===== src/design/ird_pkg.sv =====
`default_nettype none

package ird_pkg;

    localparam int unsigned LEVEL_W = 12;
    localparam int unsigned COUNT_W = 8;
    localparam int unsigned CFG_IDX_W = 2;
    localparam int unsigned CFG_DATA_W = 12;

    // filtered = (7*f + 3*raw) / 10; the weighted sum stays below 2^16
    localparam int unsigned FSUM_W = 16;
    localparam logic [FSUM_W-1:0] FILT_OLD_WEIGHT = 16'd7;
    localparam logic [FSUM_W-1:0] FILT_NEW_WEIGHT = 16'd3;
    // x / 10 == (x * 0xCCCD) >> 19, exact for x below 81920
    localparam logic [FSUM_W-1:0] DIV10_RECIP = 16'hCCCD;
    localparam int unsigned DIV10_SHIFT = 19;

    // baseline = (63*b + f) / 64
    localparam int unsigned BSUM_W = 18;
    localparam logic [BSUM_W-1:0] BASE_OLD_WEIGHT = 18'd63;
    localparam int unsigned BASE_SHIFT = 6;

    localparam logic [LEVEL_W-1:0] ENTER_DELTA_RST = 12'd300;
    localparam logic [LEVEL_W-1:0] EXIT_DELTA_RST = 12'd150;
    localparam logic [COUNT_W-1:0] CONFIRM_SAMPLES_RST = 8'd3;
    localparam logic [COUNT_W-1:0] CLEAR_SAMPLES_RST = 8'd3;

    localparam logic [CFG_IDX_W-1:0] CFG_ENTER_DELTA = 2'd0;
    localparam logic [CFG_IDX_W-1:0] CFG_EXIT_DELTA = 2'd1;
    localparam logic [CFG_IDX_W-1:0] CFG_CONFIRM_SAMPLES = 2'd2;
    localparam logic [CFG_IDX_W-1:0] CFG_CLEAR_SAMPLES = 2'd3;

    localparam logic REQ_SAMPLE = 1'b0;
    localparam logic REQ_CONSUME = 1'b1;

    typedef struct packed {
        logic               req_type;
        logic [LEVEL_W-1:0] sample;
    } ird_req_t;

    typedef struct packed {
        logic               detected;
        logic               event_taken;
        logic [LEVEL_W-1:0] filtered_level;
        logic [LEVEL_W-1:0] baseline_level;
    } ird_res_t;

    typedef struct packed {
        logic [LEVEL_W-1:0] enter_delta;
        logic [LEVEL_W-1:0] exit_delta;
        logic [COUNT_W-1:0] confirm_samples;
        logic [COUNT_W-1:0] clear_samples;
    } ird_cfg_t;

endpackage

`default_nettype wire


===== src/design/ir_obstacle_detector_top.sv =====
// A request waits in the request register until the result register can take its result.
// Throughput: one request per cycle if m_ready keeps up; ird_core's loop is combinational.
// While a result waits on m_ready, one more request can sit in the request register;
// s_ready then stays low until the waiting result is taken.
// Reset: aresetn, synchronous, active low; clears all but payload; loads register defaults.
`default_nettype none

module ir_obstacle_detector_top
    import ird_pkg::*;
(
    input  wire logic                  aclk,
    input  wire logic                  aresetn,
    // configuration write port
    input  wire logic                  cfg_we,
    input  wire logic [CFG_IDX_W-1:0]  cfg_index,
    input  wire logic [CFG_DATA_W-1:0] cfg_wdata,
    // request channel
    input  wire logic                  s_valid,
    output      logic                  s_ready,
    input  wire ird_req_t              s_req,
    // result channel
    output      logic                  m_valid,
    input  wire logic                  m_ready,
    output ird_res_t                   m_res
);

    ird_cfg_t cfg;
    ird_res_t core_res;

    // request register
    logic     req_valid_reg;
    ird_req_t req_reg;
    // result register
    logic     res_valid_reg;
    ird_res_t res_reg;

    logic advance;   // result register can take a new value
    logic step;      // request register content is processed this cycle

    assign advance = !res_valid_reg || m_ready;
    assign step    = req_valid_reg && advance;
    assign s_ready = !req_valid_reg || advance;

    ird_cfg u_cfg (
        .aclk      (aclk),
        .aresetn   (aresetn),
        .cfg_we    (cfg_we),
        .cfg_index (cfg_index),
        .cfg_wdata (cfg_wdata),
        .cfg       (cfg)
    );

    // filter, thresholds, baseline tracking and debounce counters
    ird_core u_core (
        .aclk    (aclk),
        .aresetn (aresetn),
        .step    (step),
        .req     (req_reg),
        .cfg     (cfg),
        .res     (core_res)
    );

    always_ff @(posedge aclk) begin
        if (!aresetn) begin
            req_valid_reg <= 1'b0;
            res_valid_reg <= 1'b0;
        end else begin
            if (s_valid && s_ready) begin
                req_valid_reg <= 1'b1;
            end else if (step) begin
                req_valid_reg <= 1'b0;
            end
            if (step) begin
                res_valid_reg <= 1'b1;
            end else if (m_ready) begin
                res_valid_reg <= 1'b0;
            end
        end
    end

    // payload registers, no reset needed
    always_ff @(posedge aclk) begin
        if (s_valid && s_ready) begin
            req_reg <= s_req;
        end
        if (step) begin
            res_reg <= core_res;
        end
    end

    assign m_valid = res_valid_reg;
    assign m_res   = res_reg;

    // every processed request produces a result the next cycle
    a_step_gives_result: assert property (@(posedge aclk) disable iff (!aresetn)
        step |=> res_valid_reg)
        else $error("processed request produced no result");

    // a held result stays put until taken
    a_result_held: assert property (@(posedge aclk) disable iff (!aresetn)
        (res_valid_reg && !m_ready) |=> (res_valid_reg && $stable(res_reg)))
        else $error("stalled result changed");

    // the request register never drops an unprocessed request
    a_request_kept: assert property (@(posedge aclk) disable iff (!aresetn)
        (req_valid_reg && !step) |=> (req_valid_reg && $stable(req_reg)))
        else $error("pending request lost");

endmodule

`default_nettype wire


===== src/design/ird_cfg.sv =====
`default_nettype none

module ird_cfg
    import ird_pkg::*;
(
    input  wire logic                  aclk,
    input  wire logic                  aresetn,
    input  wire logic                  cfg_we,
    input  wire logic [CFG_IDX_W-1:0]  cfg_index,
    input  wire logic [CFG_DATA_W-1:0] cfg_wdata,
    output ird_cfg_t                   cfg
);

    ird_cfg_t cfg_reg;

    always_ff @(posedge aclk) begin
        if (!aresetn) begin
            cfg_reg.enter_delta     <= ENTER_DELTA_RST;
            cfg_reg.exit_delta      <= EXIT_DELTA_RST;
            cfg_reg.confirm_samples <= CONFIRM_SAMPLES_RST;
            cfg_reg.clear_samples   <= CLEAR_SAMPLES_RST;
        end else if (cfg_we) begin
            unique case (cfg_index)
                CFG_ENTER_DELTA:     cfg_reg.enter_delta     <= cfg_wdata[LEVEL_W-1:0];
                CFG_EXIT_DELTA:      cfg_reg.exit_delta      <= cfg_wdata[LEVEL_W-1:0];
                CFG_CONFIRM_SAMPLES: cfg_reg.confirm_samples <= cfg_wdata[COUNT_W-1:0];
                CFG_CLEAR_SAMPLES:   cfg_reg.clear_samples   <= cfg_wdata[COUNT_W-1:0];
                default: ;
            endcase
        end
    end

    assign cfg = cfg_reg;

endmodule

`default_nettype wire


===== src/design/ird_core.sv =====
`default_nettype none

module ird_core
    import ird_pkg::*;
(
    input  wire logic     aclk,
    input  wire logic     aresetn,
    input  wire logic     step,
    input  wire ird_req_t req,
    input  wire ird_cfg_t cfg,
    output ird_res_t      res
);

    logic               seeded_reg, seeded_next;
    logic [LEVEL_W-1:0] filter_reg, filter_next;
    logic [LEVEL_W-1:0] baseline_reg, baseline_next;
    logic [COUNT_W-1:0] confirm_reg, confirm_next;
    logic [COUNT_W-1:0] release_reg, release_next;
    logic               detect_reg, detect_next;
    logic               event_reg, event_next;
    logic               taken;

    logic [FSUM_W-1:0]    fsum;
    logic [2*FSUM_W-1:0]  fprod;
    logic [LEVEL_W-1:0]   filt;
    logic [LEVEL_W-1:0]   base_cur;
    logic [LEVEL_W:0]     enter_th;
    logic [LEVEL_W:0]     exit_th;
    logic [BSUM_W-1:0]    bsum;
    logic                 below_exit;
    logic                 above_enter;

    always_comb begin
        fsum = FILT_OLD_WEIGHT * FSUM_W'(filter_reg) + FILT_NEW_WEIGHT * FSUM_W'(req.sample);
        fprod = (2*FSUM_W)'(fsum) * (2*FSUM_W)'(DIV10_RECIP);
        // first sample seeds filter and baseline directly
        filt     = seeded_reg ? fprod[DIV10_SHIFT +: LEVEL_W] : req.sample;
        base_cur = seeded_reg ? baseline_reg : req.sample;
        enter_th = {1'b0, base_cur} + {1'b0, cfg.enter_delta};
        exit_th  = {1'b0, base_cur} + {1'b0, cfg.exit_delta};
        below_exit  = {1'b0, filt} < exit_th;
        above_enter = {1'b0, filt} > enter_th;
        bsum = BASE_OLD_WEIGHT * BSUM_W'(base_cur) + BSUM_W'(filt);

        seeded_next   = seeded_reg;
        filter_next   = filter_reg;
        baseline_next = baseline_reg;
        confirm_next  = confirm_reg;
        release_next  = release_reg;
        detect_next   = detect_reg;
        event_next    = event_reg;
        taken         = 1'b0;

        if (req.req_type == REQ_CONSUME) begin
            taken      = event_reg;
            event_next = 1'b0;
        end else begin
            seeded_next   = 1'b1;
            filter_next   = filt;
            baseline_next = base_cur;
            if (!detect_reg) begin
                if (below_exit) begin
                    baseline_next = bsum[BASE_SHIFT +: LEVEL_W];
                end
                if (above_enter) begin
                    if (confirm_reg < cfg.confirm_samples) begin
                        confirm_next = confirm_reg + COUNT_W'(1);
                    end
                end else begin
                    confirm_next = '0;
                end
                if (confirm_next >= cfg.confirm_samples) begin
                    detect_next  = 1'b1;
                    event_next   = 1'b1;
                    release_next = '0;
                end
            end else begin
                if (below_exit) begin
                    if (release_reg < cfg.clear_samples) begin
                        release_next = release_reg + COUNT_W'(1);
                    end
                end else begin
                    release_next = '0;
                end
                if (release_next >= cfg.clear_samples) begin
                    detect_next  = 1'b0;
                    confirm_next = '0;
                end
            end
        end

        res.detected       = detect_next;
        res.event_taken    = taken;
        res.filtered_level = filter_next;
        res.baseline_level = baseline_next;
    end

    always_ff @(posedge aclk) begin
        if (!aresetn) begin
            seeded_reg   <= 1'b0;
            filter_reg   <= '0;
            baseline_reg <= '0;
            confirm_reg  <= '0;
            release_reg  <= '0;
            detect_reg   <= 1'b0;
            event_reg    <= 1'b0;
        end else if (step) begin
            seeded_reg   <= seeded_next;
            filter_reg   <= filter_next;
            baseline_reg <= baseline_next;
            confirm_reg  <= confirm_next;
            release_reg  <= release_next;
            detect_reg   <= detect_next;
            event_reg    <= event_next;
        end
    end

    // a new detection always latches an event
    a_detect_sets_event: assert property (@(posedge aclk) disable iff (!aresetn)
        $rose(detect_reg) |-> event_reg)
        else $error("detection rose without a latched event");

    // nothing can be detected before the first sample
    a_no_detect_unseeded: assert property (@(posedge aclk) disable iff (!aresetn)
        !seeded_reg |-> (!detect_reg && !event_reg && filter_reg == '0 && baseline_reg == '0))
        else $error("state moved before seeding");

    // baseline stays frozen while a detection is held
    a_baseline_frozen: assert property (@(posedge aclk) disable iff (!aresetn)
        (step && detect_reg && seeded_reg) |=> $stable(baseline_reg))
        else $error("baseline moved during detection");

    // a consume request only touches the event flag
    a_consume_only_event: assert property (@(posedge aclk) disable iff (!aresetn)
        (step && req.req_type == REQ_CONSUME) |=> (!event_reg && $stable(filter_reg)
            && $stable(detect_reg) && $stable(confirm_reg) && $stable(release_reg)))
        else $error("consume request changed detector state");

endmodule

`default_nettype wire


===== config.mk =====
export PLATFORM = sky130hd
export DESIGN_NAME = ir_obstacle_detector_top
export DESIGN_NICKNAME = d
export VERILOG_FILES = /design/src/design/ird_pkg.sv /design/src/design/ir_obstacle_detector_top.sv /design/src/design/ird_cfg.sv /design/src/design/ird_core.sv
export SDC_FILE = /design/constraint.sdc
export NUM_CORES = 1
export LEC_CHECK = 0
export ABC_AREA = 0
export BUFFER_PORTS_ARGS = -buffer_cell sky130_fd_sc_hd__buf_2
export CELL_PAD_IN_SITES_DETAIL_PLACEMENT = 0
export CELL_PAD_IN_SITES_GLOBAL_PLACEMENT = 2
export CORE_AREA = 5 5 202 204
export DETAILED_ROUTE_END_ITERATION = 8
export DIE_AREA = 0 0 207 209
export GPL_TIMING_DRIVEN = 0
export PLACE_DENSITY_LB_ADDON = 0.1
export SETUP_SLACK_MARGIN = 0.3
export SYNTH_ARGS = -nofsm -noshare
export SYNTH_HDL_FRONTEND = slang
export SYNTH_SLANG_ARGS = --single-unit

===== constraint.sdc =====
create_clock -name aclk -period 17.5 [get_ports aclk]
set_clock_uncertainty 0.2 [all_clocks]
set_input_delay 3.5 -clock aclk [delete_from_list [all_inputs] [get_ports aclk]]
set_output_delay 3.5 -clock aclk [all_outputs]
set_load 0.01 [all_outputs]

==> reports/metrics.yaml, run 1 <==
run_status: "finished clean"
worstReg2RegStart: "req_reg[1]"
achievable-frequency_mhz: 63.6
postRouteAntennaNets: 0
rows: 73
antenna_cells_inserted: 0
clock_tree.root_cell: "sky130_fd_sc_hd__clkbuf_16"
final_max_slew_viols: 0
final_area_um2: 17200
postSynth.asyncResetShare_pct: 0
timing_worst_slew_pin_value_ns: 1.25
ys_seq_area_share_pct: 18.4
tritoncts.num_buffers: 17
numClockSinks: 124
depth_of_the_most_critical_reg_to_reg_path: 53
worst-setup-path-type: "register to register"
worst_path_max_delay_cell: "sky130_fd_sc_hd__o21ai_0"
via_count_of_the_first_global_routing_pass: 12000
critPathMaxFanout: 9
mappedNetlistNets: 2162
final_hold_viol_count: 0
grt_start_max_net_pins: 30
hold_buffers: 0
yosys.cell_types.count: 90
synth_warnings: 0
cp_top_family: "compound AO/OA/AOI/OAI gates"
core_region_area_um2: 39100
clk_latency_ns: 0.45
critical_r2r_capture: "u_core.release_reg[1]"
maxCapViolCount: 0
clockBufferDepth: 2
buffer_ports.inserted: 58
synthesized_area_divided_by_synthesized_cell_count_um2: 9.10
die_height_um: 209
holdPathStages: 2
grt.total_usage_pct: 20.3
worst_hold_startpoint: "u_cfg.cfg[12]"
post-route-min-period_ns: 15.72
worstPathBufferInverterCount: 7
dr.first_iter.drc_count: 525
area_growth_pct: 9.77
globalRouteOverflowTotal: 0
worst_ep_arrival_time_ns: 15.86
crit_path_start: "req_reg[1]"
setup-tns-final_ns: 0
post_dp_cell_area_um2: 16600
post_route_cells_drive_above_1_share_pct: 8.63
initial_core_util_pct: 40.0
drc: 0
final-setup-viol-count: 0
largest_stage_delay_worst_path_ns: 0.74
dp.cells: 2301
die_w_um: 207
gp_congestion: 0.869
ys_seq_elements: 124
dp.final_hpwl_mm: 37.2
grt_pass1_wl_mm: 68.5
antenna_violations_before_repair: 0
worstHoldEndpoint: "u_cfg.cfg[12]"
vias: 11700
setup_slack_ns: 1.78
timing.critical_path.to_type: "register"
clk_pin_slew_worst_setup_hold_paths_ns: 0.06
largest_register_ffs: 40
design.portCount: 60
rsz0062_at_grt: "no"
synth_enable_flop_cells: 39
synthesis.area_um2: 15600
cts_max_level: 4
synthesis.instances: 1717
tritoncts: "done"
hold_path_class: "register to register"
cts.repair.resized: 0
worst_setup_path_start_kind: "register"
detail_route.first_pass.iterations: 5
final_net_count: 2240
finalNonFillerCells: 2333
endpoint_required_time_on_the_critical_path_ns: 17.64
max-slew-margin-rel_pct: 16.2
post-route-period-util_pct: 89.8
wire_per_inst_um: 18.5
totalWireLength_mm: 43.1
cts_setup_buffers: 0
vias_per_cell: 5.02
design.die.area_um2: 43300
pre_cts_slack_ns: 1.56
ff2ff_setup_slack_ns: 1.78
postSynth.topFlopCell: "sky130_fd_sc_hd__dfxtp_1"
layout make-up:
| class | count | area (um^2) |
|---|---|---|
| Sequential cell | 124 | 2870 |
| Clock buffer | 17 | 425 |
| Buffer | 35 | 170 |
| Tap cell | 525 | 657 |
| Multi-Input combinational cell | 1205 | 11300 |
| Clock inverter | 15 | 148 |
| Fill cell | 4031 | 21900 |
| Timing Repair Buffer | 59 | 298 |
| Inverter | 353 | 1330 |
kinds of logic after synthesis:
kind of cell	count (synthesis)	synth area share [%]
adder cells (fa/ha/maj)	413	40.5
buffers and inverters	388	9.57
AND/OR/NAND/NOR	377	11.7
AO/OA/AOI/OAI	315	13.9
flip-flops	124	18.4
XOR/XNOR	74	4.15
multiplexers	26	1.84
metrics by stage:
step	hold WS, ns	utilization (%)
6_report	0.257	43.9
5_1_grt	0.287	43.9
4_1_cts	0.261	43.9
3_5_place_dp	0.252	42.4
3_3_place_gp	0.247	42.4
2_1_floorplan	0.236	-
routing by layer:
layer	part of all wire [%]	global-route usage, %	up-vias	wire, um
li1	-	-	5876	-
met1	48	27.8	5618	20700
met2	47	33.7	171	20200
met3	3.2	3.20	38	1370
met4	2.2	5.43	0	933
met5	0	0	-	0
worst max-delay path by stage:
stage | endpoint | slack [ns] | cells past startpoint
after global routing | u_core.release_reg[1] | 0.78 | 53
after detailed placement | u_core.release_reg[1] | 1.56 | 53
after global placement | u_core.release_reg[1] | 1.66 | 53
after CTS | u_core.release_reg[1] | 1.49 | 53
after floorplan | u_core.confirm_reg[0] | 4.83 | 53
final | u_core.release_reg[1] | 1.78 | 53
Yosys cell counts, types with 11 or more instances:
master	number	area share, %
sky130_fd_sc_hd__ha_1	259	21
sky130_fd_sc_hd__a211oi_1	17	0.82
sky130_fd_sc_hd__clkbuf_1	27	0.65
sky130_fd_sc_hd__a21o_1	46	2.2
sky130_fd_sc_hd__a21oi_1	94	3.0
sky130_fd_sc_hd__o21ai_0	52	1.7
sky130_fd_sc_hd__dfxtp_1	85	11
sky130_fd_sc_hd__mux2_2	14	1.0
sky130_fd_sc_hd__nor2_1	78	1.9
sky130_fd_sc_hd__xor2_1	26	1.5
sky130_fd_sc_hd__inv_1	352	8.5
sky130_fd_sc_hd__xnor2_1	48	2.7
sky130_fd_sc_hd__nand2b_1	11	0.44
sky130_fd_sc_hd__nand2_1	135	3.2
sky130_fd_sc_hd__o21bai_1	15	0.72
sky130_fd_sc_hd__edfxtp_1	39	7.5
sky130_fd_sc_hd__and3_1	16	0.64
sky130_fd_sc_hd__fa_1	154	20
sky130_fd_sc_hd__nand3_1	39	1.2
sky130_fd_sc_hd__nor3_1	24	0.77
cell usage in the layout, fill, tap and decap left out, types with 10 or more instances in the layout:
cell,Yosys,final
sky130_fd_sc_hd__clkbuf_16,0,17
sky130_fd_sc_hd__clkbuf_1,27,27
sky130_fd_sc_hd__nor3_1,24,24
sky130_fd_sc_hd__o21bai_1,15,15
sky130_fd_sc_hd__buf_2,3,61
sky130_fd_sc_hd__inv_1,352,352
sky130_fd_sc_hd__xnor2_1,48,48
sky130_fd_sc_hd__a211oi_1,17,17
sky130_fd_sc_hd__nand4_1,10,10
sky130_fd_sc_hd__dfxtp_1,85,85
sky130_fd_sc_hd__mux2i_1,10,10
sky130_fd_sc_hd__nor3b_1,10,10
sky130_fd_sc_hd__xor2_1,26,26
sky130_fd_sc_hd__a21oi_1,94,94
sky130_fd_sc_hd__fa_1,154,154
sky130_fd_sc_hd__o21ai_0,52,50
sky130_fd_sc_hd__nand2_1,135,135
sky130_fd_sc_hd__nand2b_1,11,11
sky130_fd_sc_hd__nor2_1,78,78
sky130_fd_sc_hd__and3_1,16,16
sky130_fd_sc_hd__mux2_2,14,14
sky130_fd_sc_hd__edfxtp_1,39,39
sky130_fd_sc_hd__ha_1,259,259
sky130_fd_sc_hd__a21o_1,46,46
sky130_fd_sc_hd__nand3_1,39,39
tightest hold or removal path: cells and delay by family (launching register included):
| family | cells | cell delay (ns) |
|---|---|---|
| flip-flops | 1 | 0.31 |
| AO/OA/AOI/OAI | 1 | 0.05 |
| AND/OR/NAND/NOR | 1 | 0.05 |
Power of run 1 is not shown: default switching activity piles up to over one toggle a cycle in this logic, so the estimate is an artifact.
==> inputs of run 2 (changes only) <==
- GPL_TIMING_DRIVEN: 0 -> 1
- PLACE_DENSITY: not set -> 0.86
- PLACE_DENSITY_LB_ADDON: 0.1 -> not set
==> reports/metrics.yaml, run 2 (synthesis results as in run 1) <==
depth_of_the_most_critical_reg_to_reg_path: 51  # -3.8%
achievable-frequency_mhz: 67.2  # +5.7%
antenna_violations_before_repair: 0  # unchanged
cts_max_level: 4  # unchanged
hold_path_class: "register to register"
post-route-min-period_ns: 14.88  # -0.846 ns
worst_path_max_delay_cell: "sky130_fd_sc_hd__a2111oi_0"
final-setup-viol-count: 0  # unchanged
initial_core_util_pct: 40.0  # unchanged
gp_congestion: 0.921  # +5.9%
dp.final_hpwl_mm: 34.8  # -6.4%
antenna_cells_inserted: 0  # unchanged
timing.critical_path.to_type: "register"
final_hold_viol_count: 0  # unchanged
worst_ep_arrival_time_ns: 15.06  # -0.80 ns
vias: 11800  # +0.76%
tritoncts.num_buffers: 17  # unchanged
grt_start_max_net_pins: 46  # +53%
grt.met3_usage_pct: 2.87  # -0.33 points
clk_latency_ns: 0.44  # about the same
largest_register_ffs: 40  # unchanged
setup-tns-final_ns: 0  # unchanged
largest_stage_delay_worst_path_ns: 0.68  # -0.06 ns
area_growth_pct: 8.93
use_met2_pct: 33.1  # -0.58 points
worst-setup-path-type: "register to register"
die_height_um: 209  # unchanged
max-slew-margin-rel_pct: 30.7  # +14 points
rsz0062_at_grt: "no"
ff2ff_setup_slack_ns: 2.62  # +0.85 ns
maxCapViolCount: 0  # unchanged
core_region_area_um2: 39100  # unchanged
dr.first_iter.drc_count: 615  # +17%
most-common-layout-cells: "352 x sky130_fd_sc_hd__inv_1, 259 x sky130_fd_sc_hd__ha_1, 154 x sky130_fd_sc_hd__fa_1"
multi_input_gate_area_in_the_final_layout_um2: 11300  # about the same
clock_tree.root_cell: "sky130_fd_sc_hd__clkbuf_16"
cts_setup_buffers: 0  # unchanged
vias_per_cell: 5.11  # +1.9%
totalWireLength_mm: 41.8  # -3.0%
post_route_cells_drive_above_1_share_pct: 8.70  # +0.070 points
cts.repair.resized: 0  # unchanged
globalRoute.busiestLayer: "met2"
grt_met1_usage_pct: 26.2  # -1.6 points
timing_worst_slew_pin_value_ns: 1.04  # -0.215 ns
run_status: "finished clean"
clockBufferDepth: 2  # unchanged
filler_cell_count: 3882  # -3.7%
die_w_um: 207  # unchanged
grt.total_usage_pct: 19.5  # -0.79 points
design.portCount: 60  # unchanged
grt_pass1_wl_mm: 67.6  # -1.4%
final_core_utilization_pct: 43.6  # -0.34 points
design.die.area_um2: 43300  # unchanged
wire_per_inst_um: 18.1  # -1.9%
rows: 73  # unchanged
critPathMaxFanout: 7  # -2
final_max_slew_viols: 0  # unchanged
ff_latch_area_um2: 2870  # unchanged
worst_setup_path_start_kind: "register"
endpoint_required_time_on_the_critical_path_ns: 17.69  # +0.05 ns
mostFrequentLayoutCell: "sky130_fd_sc_hd__inv_1"
clk_pin_slew_worst_setup_hold_paths_ns: 0.06  # about the same
hold_buffers: 0  # unchanged
detail_route.first_pass.iterations: 5  # unchanged
holdPathStages: 2  # unchanged
via_count_of_the_first_global_routing_pass: 12500  # +4.3%
globalRouteOverflowTotal: 0  # unchanged
post-route-period-util_pct: 85.0  # -4.8 points
postRouteAntennaNets: 0  # unchanged
drc: 0  # unchanged
tritoncts: "done"
buffer_ports.inserted: 59  # +1.7%
final_net_count: 2214  # -1.2%
numClockSinks: 124  # unchanged
-- run 2: changes by cell type in the layout (fill, tap and decap cells not counted), moves of 2 or more --
cell	before	now
sky130_fd_sc_hd__buf_2	61	59
sky130_fd_sc_hd__buf_4	1	9
sky130_fd_sc_hd__buf_6	2	0
sky130_fd_sc_hd__clkinv_4	2	0
sky130_fd_sc_hd__clkbuf_1	27	5
sky130_fd_sc_hd__inv_6	3	0
sky130_fd_sc_hd__bufinv_16	2	0
-- run 2: per-layer routing --
layer / up-vias / share of wire [%]
met1: 5740 / 47
met5: - / 0
met3: 52 / 3.1
met2: 193 / 48
li1: 5807 / -
met4: 0 / 2.5
-- run 2: worst max-delay path, delay by kind of cell (launching register included) --
kind / cells / cell delay, ns
compound gates: 23 / 6.46
xor+xnor: 2 / 0.63
fa+ha+maj: 13 / 5.67
buf+inv: 7 / 0.55
flops: 1 / 0.46
mux: 1 / 0.15
simple gates: 5 / 0.68
-- run 2: per-stage QoR --
step / setup slack (ns) / hold slack (ns) / area (um^2) / instances
floorplan: 4.83 / 0.236 / 15600 / 1717
global placement: 2.81 / 0.245 / 16500 / 2275
detailed placement: 2.81 / 0.249 / 16500 / 2275
CTS: 2.72 / 0.257 / 17000 / 2307
global route: 1.74 / 0.280 / 17000 / 2307
finish: 2.62 / 0.253 / 17000 / 2307
-- run 2: layout make-up --
cell class / instances / share of cell area, %
timing repair buffer: 68 / 2.13
clock buffer: 26 / 3.00
tap: 525 / 3.86
inverter: 353 / 7.78
sequential: 124 / 16.9
clock inverter: 6 / 0.198
multi-input combinational: 1205 / 66.2
-- run 2: final timing paths --
| kind | to | from |
|---|---|---|
| max reg2reg | u_core.confirm_reg[0] | req_reg[1] |
| max | u_core.confirm_reg[0] | req_reg[1] |
| min | u_cfg.cfg[12] | u_cfg.cfg[12] |
| min reg2reg | u_cfg.cfg[12] | u_cfg.cfg[12] |
Power of run 2 is left out for the same reason.
